[config.mk]
export PLATFORM = sky130hd
export DESIGN_NAME = asc_sequencer
export DESIGN_NICKNAME = d
export VERILOG_FILES = /design/src/asc_pkg.sv /design/src/asc_sequencer.sv
export SDC_FILE = /design/constraint.sdc
export NUM_CORES = 1
export LEC_CHECK = 0
export ABC_AREA = 1
export BUFFER_PORTS_ARGS = -buffer_cell sky130_fd_sc_hd__buf_2
export CELL_PAD_IN_SITES_DETAIL_PLACEMENT = 1
export CELL_PAD_IN_SITES_GLOBAL_PLACEMENT = 1
export CORE_MARGIN = 3
export CORE_UTILIZATION = 40
export CTS_BUF_LIST = sky130_fd_sc_hd__clkbuf_16
export DETAILED_ROUTE_END_ITERATION = 7
export GPL_TIMING_DRIVEN = 0
export MAX_ROUTING_LAYER = met4
export PLACE_DENSITY = 0.73
export SLEW_MARGIN = 20
export SYNTH_ARGS = -nofsm -noshare
export SYNTH_HDL_FRONTEND = slang
export SYNTH_SLANG_ARGS = --single-unit
[constraint.sdc]
create_clock -name clk -period 1.8 [get_ports clk]
set_input_delay 0.09 -clock clk [delete_from_list [all_inputs] [get_ports clk]]
set_output_delay 0.09 -clock clk [all_outputs]
set_load 0.02 [all_outputs]
[src/asc_pkg.sv]
// Shared types, sizes, microcode table and modular adder for the subsequence counter.
// No dependencies.
`timescale 1ns / 1ps

package asc_pkg;

  localparam int MAX_ELEMENTS  = 64;
  localparam int VALUE_MAX     = 255;
  localparam int DIFF_SPAN     = 2 * VALUE_MAX + 1;
  localparam int ELEM_W        = 8;
  localparam int MOD_W         = 30;
  localparam int VAL_W         = $clog2(VALUE_MAX + 1);
  localparam int DIFF_W        = $clog2(DIFF_SPAN);
  localparam int IDX_W         = $clog2(MAX_ELEMENTS);
  localparam int CNT_W         = $clog2(MAX_ELEMENTS + 1);
  localparam int ADDR_W        = IDX_W + DIFF_W;
  localparam int TABLE_DEPTH   = 1 << ADDR_W;
  localparam int EPOCH_W       = 8;
  localparam int PC_W          = 4;
  localparam logic [MOD_W-1:0] MODULUS_RESET = 30'd100001;

  typedef logic [PC_W-1:0] pc_t;

  typedef enum logic [3:0] {
    OP_NOP,
    OP_LOAD,
    OP_INIT,
    OP_ROW,
    OP_HEAD,
    OP_PAIR,
    OP_EXT,
    OP_ACC,
    OP_NEXT,
    OP_EMIT,
    OP_CLEAR,
    OP_ARM
  } micro_op_t;

  typedef enum logic [3:0] {
    COND_NEVER,
    COND_ALWAYS,
    COND_NO_LAST,
    COND_J_GE_N,
    COND_J1_LT_N,
    COND_I_NZ,
    COND_OUT_BUSY,
    COND_NO_WRAP,
    COND_CLR_BUSY
  } jump_cond_t;

  typedef struct packed {
    micro_op_t  op;
    jump_cond_t cond;
    pc_t        target;
  } ctrl_word_t;

  typedef struct packed {
    logic start;
    logic j_ge_n;
    logic j1_lt_n;
    logic i_nz;
    logic out_busy;
    logic wrap;
    logic clr_busy;
  } seq_status_t;

  typedef struct packed {
    logic [EPOCH_W-1:0] tag;
    logic [MOD_W-1:0]   value;
  } entry_t;

  localparam pc_t STEP_IDLE = 4'd0;
  localparam pc_t STEP_INIT = 4'd1;
  localparam pc_t STEP_ROW  = 4'd2;
  localparam pc_t STEP_HEAD = 4'd3;
  localparam pc_t STEP_PAIR = 4'd4;
  localparam pc_t STEP_EXT  = 4'd5;
  localparam pc_t STEP_ACC  = 4'd6;
  localparam pc_t STEP_NEXT = 4'd7;
  localparam pc_t STEP_WAIT = 4'd8;
  localparam pc_t STEP_EMIT = 4'd9;
  localparam pc_t STEP_CLR  = 4'd10;
  localparam pc_t STEP_ARM  = 4'd11;

  // Microprogram: jump to target when cond holds, else fall through.
  function automatic ctrl_word_t ucode(input pc_t pc);
    ctrl_word_t w;
    unique case (pc)
      STEP_IDLE: w = '{op: OP_LOAD,  cond: COND_NO_LAST,  target: STEP_IDLE};
      STEP_INIT: w = '{op: OP_INIT,  cond: COND_NEVER,    target: STEP_IDLE};
      STEP_ROW:  w = '{op: OP_ROW,   cond: COND_NEVER,    target: STEP_IDLE};
      STEP_HEAD: w = '{op: OP_HEAD,  cond: COND_J_GE_N,   target: STEP_NEXT};
      STEP_PAIR: w = '{op: OP_PAIR,  cond: COND_NEVER,    target: STEP_IDLE};
      STEP_EXT:  w = '{op: OP_EXT,   cond: COND_NEVER,    target: STEP_IDLE};
      STEP_ACC:  w = '{op: OP_ACC,   cond: COND_J1_LT_N,  target: STEP_PAIR};
      STEP_NEXT: w = '{op: OP_NEXT,  cond: COND_I_NZ,     target: STEP_ROW};
      STEP_WAIT: w = '{op: OP_NOP,   cond: COND_OUT_BUSY, target: STEP_WAIT};
      STEP_EMIT: w = '{op: OP_EMIT,  cond: COND_NO_WRAP,  target: STEP_IDLE};
      STEP_CLR:  w = '{op: OP_CLEAR, cond: COND_CLR_BUSY, target: STEP_CLR};
      STEP_ARM:  w = '{op: OP_ARM,   cond: COND_ALWAYS,   target: STEP_IDLE};
      default:   w = '{op: OP_NOP,   cond: COND_ALWAYS,   target: STEP_CLR};
    endcase
    return w;
  endfunction

  // a + b reduced by m, for a and b already below m.
  function automatic logic [MOD_W-1:0] mod_add(input logic [MOD_W-1:0] a,
                                               input logic [MOD_W-1:0] b,
                                               input logic [MOD_W-1:0] m);
    logic [MOD_W:0] s;
    s = {1'b0, a} + {1'b0, b};
    if (s >= {1'b0, m}) begin
      s = s - {1'b0, m};
    end
    return s[MOD_W-1:0];
  endfunction

endpackage

[src/asc_sequencer.sv]
// Step counter and microcode table that drive the subsequence counter datapath.
// Depends on asc_pkg.
`timescale 1ns / 1ps

module asc_sequencer (
  input  logic                clk,
  input  logic                rst,
  input  asc_pkg::seq_status_t status,
  output asc_pkg::micro_op_t  op
);

  asc_pkg::pc_t        pc;
  asc_pkg::pc_t        pc_next;
  asc_pkg::ctrl_word_t word;
  logic                take;

  assign word = asc_pkg::ucode(pc);
  assign op   = word.op;

  always_comb begin
    unique case (word.cond)
      asc_pkg::COND_NEVER:    take = 1'b0;
      asc_pkg::COND_ALWAYS:   take = 1'b1;
      asc_pkg::COND_NO_LAST:  take = !status.start;
      asc_pkg::COND_J_GE_N:   take = status.j_ge_n;
      asc_pkg::COND_J1_LT_N:  take = status.j1_lt_n;
      asc_pkg::COND_I_NZ:     take = status.i_nz;
      asc_pkg::COND_OUT_BUSY: take = status.out_busy;
      asc_pkg::COND_NO_WRAP:  take = !status.wrap;
      asc_pkg::COND_CLR_BUSY: take = status.clr_busy;
      default:                take = 1'b1;
    endcase
    pc_next = take ? word.target : pc + asc_pkg::pc_t'(1);
  end

  // Start with a sweep of the table after reset.
  always_ff @(posedge clk) begin
    if (rst) begin
      pc <= asc_pkg::STEP_CLR;
    end else begin
      pc <= pc_next;
    end
  end

endmodule

Yosys cells after proc, flatten, opt, wreduce, memory -nomap -nowiden
Memories as Yosys holds them, arrays and structs flattened. A register that Yosys moved wholly into a read port is not among the register bits.
Index checks and enable logic that the tools add are counted.

word-level totals
  RAM bits = 0
  bits in latches = 0
  bits in read-only memories = 192
  output and inout port bits = 4
  input bits = 9
  register bits after elaboration = 4
  logic and storage cells = 16
  memories kept = 1

memories
  memory            depth  bits a word  rd ports  clocked after Yosys merged registers in  write ports  line           text
  (name not given)  16     12           1         1                                        0            asc_pkg.sv:88  unique case (pc)

operators by class
  divide/modulo/power cells = 0
  order comparisons = 0
  $mul = 0
  bitwise operators = 0
  reductions and logical operators = 3
  mux-type cells = 3
  shifts and indexed selects = 0
  equal/unequal tests = 7
  add/sub/neg operators = 1

operators with widths
  cell                                           number
  == test 4 x 3 -> 1 bit, second input constant  4
  == test 4 x 2 -> 1 bit, second input constant  2
  two-way mux 4 bit                              2
  case mux 1 bit (8 select lines)                1
  adder 4 x 1 -> 4 bit, second input constant    1
  == test 4 bit, second input constant           1
  zero test 4 bit                                1
  zero test 1 bit                                2

Longest topological paths before layout
  depth after elaboration = 4
  depth in mapped cells = 13

Worst setup path before layout
No wires, ideal clock.

  kind = flip-flop to flip-flop
  from = register, netlist name word[6]
  to = register, netlist name word[5]
  data required time = 1.686 ns
  library setup time = 0.114 ns
  period minus slack after synthesis = 1.609 ns
  arrival = 1.496 ns
  cell stages (with the launch flop) = 11
  path slack = 0.191 ns
  path through = dfxtp_1 -> o21ai_0 -> nand2_1 -> nor2_4 -> nand2_4 -> nand2_2 -> nand3_1 -> ha_1 -> inv_1 -> nand3_1 -> nand2_1

between the ends
  longest elaborated chain between the ends = 4
  elaborated cells on any way between the ends = 11
  classes of those cells = 7 x eq/ne; 3 x mux; 1 x reduce/logical

RTL lines
  what                                         line                 text
  == test 4 bit, or another cell as far along  asc_sequencer.sv:21  unique case (word.cond)
  case mux 1 bit (8 select lines) (*)          asc_sequencer.sv:21
  two-way mux 4 bit (*)                        asc_sequencer.sv:33  pc_next = take ? word.target : pc + asc_pkg::pc_t'(1);
  two-way mux 4 bit (no source line) (*)       -

Every way passes the cells marked *; elsewhere a longest branch is shown, timed or not.
A chain may end at the register's enable or synchronous reset.

Worst setup path in the final report
  from = register, netlist name word[6]
  to = register, netlist name word[5]

between the ends
  longest elaborated chain between the ends = 4
  elaborated cells on any way between the ends = 11
  classes of those cells = 7 x eq/ne; 3 x mux; 1 x reduce/logical

RTL lines
  what                                         line
  == test 4 bit, or another cell as far along  asc_sequencer.sv:21
  case mux 1 bit (8 select lines) (*)          asc_sequencer.sv:21
  two-way mux 4 bit (*)                        asc_sequencer.sv:33
  two-way mux 4 bit (no source line) (*)       -

Marks and branches as above.

==> results.toml <==
[worst_hold_path]
holdPathEnd = "pc[0]"
hold_path_depth = 2
hp-class = "in -> reg"
hold_path.startpoint = "rst"

[critical_path]
crit_required_ns = 1.98
rrSetupSlack_ns = 0.06
worstSetupStartpoint = "word[6]"
reg2reg_depth = 12
worstPathMaxFanout = 6
path_class = "reg -> reg"
start_kind = "flop"
r2r_start = "word[6]"
end_kind = "flop"
worstPathArrival_ns = 1.92
reg2reg_to = "word[5]"

[floorplan]
placementRows = 16
start_util_pct = 43.44
ios = 13
dieWidth_um = 52.86
coreArea_um2 = 2022
die-area_um2 = 2794
die_y_um = 52.86

[pwr]
irDropWorstVdd_uv = 1079
power_density_nw_per_um2 = 2227
p_leak_nw = 0.5579
p_total_w = 0.002530

[grt]
grt_pass1_vias = 749
grt_max_degree = 11
antenna_found_initial = 0
overflow = 0
grt_pass1_wl_um = 3139
grt_util_all_layers_pct = 16.00

[logic_synthesis]
ys_seq_elements = 16
synth.top_cells.by_count = "28 x nand2_1, 16 x dfxtp_1, 15 x nand3_1"
yosysTopAreaCell = "dfxtp_1"
synthTopCellsByArea = "dfxtp_1 36%, nand2_1 12%, nand3_1 8.5%"
synth_edf_count = 0
yosysWarnings = 0
synth.most_common_cell = "nand2_1"
ys_seq_area_share_pct = 36.47
synthCells = 113
synthArstFlopShare_pct = 0
syn_area_um2 = 878.3
synth_top_cell_area_share_pct = 36.47
syn-mean-instance-area_um2 = 7.773
synth_fp_nets = 127
synth_flop_cell = "dfxtp_1"
ys_types = 20

[timing]
period_minus_slack_ns = 1.740
fmax_mhz = 574.8
final_max_slew_viol_count = 0
timing.slew.headroom_pct = 78.05
clock_skew_ns = 0.006722
worstMarginPinSlew_ns = 0.3272
hold_viol_final = 0
min_period_over_period_pct = 96.65
setup_viol = 0
rsz0062_at_grt = "true"

[route]
first_pass_iters = 4
ant_nets = 0
initialDrtViolationCount = 13
wl_per_cell_um = 12.36
vias_per_cell = 4.777
routed_wl_um = 1941
num_vias = 750
drc_errors = 0

[flow_run]
cap_violations = 0

[clocking]
htreeDepth = 1
cts.clk_slew.worst_paths_ns = 0.05
clk_latency_ns = 0.24
cts-root-buf = "clkbuf_16"
cts_tree = "built"
ctsHoldBuffers = 0
cts_buffers = 3
cts.sinks = 16
clockBufferDepth = 2

[layout]
area_delta_synth_final_pct = 29.34
num-fill-cells = 252
drive_gt1_share_pct = 39.23
utilization_pct = 56.19
regArea_um2 = 325.3
antenna_cells = 0
nets = 145
multi_input_area_um2 = 545.5

[status]
status = "completed"

[placement]
io_buffers = 12
routabilityCongestion = 0.8318
hpwl_um = 1411
==> logic make-up after synthesis <==
family	share of synthesized area (%)
AOI/OAI and AO/OA	2.706
xor gates and xnor gates	1.995
adders and majority gates	7.123
buffers and inverters	9.401
DFF	36.47
and+or+nand+nor	42.31
==> state kept, by name, indices dropped and copies added, names as in the netlist <==
| name | cells |
|---|---|
| pc | 4 |
| word | 12 |
==> final cells by class <==
type                            count  area share (%)
Multi-Input combinational cell     79           48.02
Sequential cell                    16           28.63
Clock buffer                        3           6.608
Timing Repair Buffer               13           5.947
Inverter                           14           4.846
Tap cell                           27           2.974
Buffer                              4           2.643
Clock inverter                      1          0.3304
==> layer usage <==
| layer | up-vias | wire, µm | global-route usage [%] |
|---|---|---|---|
| met1 | 351 | 890 | 19.07 |
| met2 | 10 | 982 | 26.45 |
| met5 | - | 0 | - |
| met4 | 0 | 29 | 6.809 |
| met3 | 5 | 39 | 2.817 |
| li1 | 384 | - | - |
==> layout by cell type, fill, tap and decap left out, drive strengths merged <==
| cell type | instances |
|---|---|
| nand3b | 2 |
| dfxtp | 16 |
| clkbuf | 3 |
| buf | 17 |
| a21oi | 3 |
| inv | 13 |
| o21ai | 1 |
| clkinv | 2 |
| ha | 5 |
| nand2 | 35 |
| nand3 | 19 |
| nor2 | 12 |
| xnor2 | 2 |
==> how the worst max path moves through the flow <==
stage / end
global route: word[5]
finish: word[5]
detailed placement: word[5]
CTS: word[5]
floorplan: word[5]
global placement: word[5]
==> power by group <==
part           leakage, nW  switching, W  internal, W
logic                0.385      0.000942     0.000552
registers            0.134     0.0000854     0.000527
clock network       0.0385      0.000130     0.000294
==> critical path, stage by stage (launching register included) <==
cell     delay, ns
dfxtp_4       0.37
inv_4         0.04
a21oi_2       0.13
nor2_2        0.07
nor2_4        0.20
nand2_4       0.11
nand2_4       0.10
nand2_4       0.06
nor2_4        0.18
ha_4          0.23
inv_2         0.05
nand3_2       0.06
nand2_1       0.07
==> through the flow <==
| stage | setup WS [ns] | setup TNS, ns | cell area, µm² | instances | hold slack [ns] |
|---|---|---|---|---|---|
| final | 0.06035 | 0 | 1136 | 157 | 0.1081 |
| after CTS | 0.007382 | 0 | 1062 | 156 | 0.1146 |
| after global routing | -0.05514 | -0.3345 | 1136 | 157 | 0.1145 |
| after floorplan | 0.1907 | 0 | 878.3 | 113 | 0.1624 |
| after global placement | -0.05457 | -0.07992 | 972.2 | 152 | 0.3395 |
| after detailed placement | -0.06556 | -0.1124 | 972.2 | 152 | 0.3478 |
==> repair_timing <==
| action | CTS | global route |
|---|---|---|
| endpoints found under the setup margin | 5 | 8 |
| hold endpoints to repair | 0 | 0 |
| cloned | 0 | 0 |
| setup buffers | 0 | 1 |
| pin swaps | 0 | 9 |
| gates resized for setup | 3 | 17 |
(Power assumes the default switching activity.)
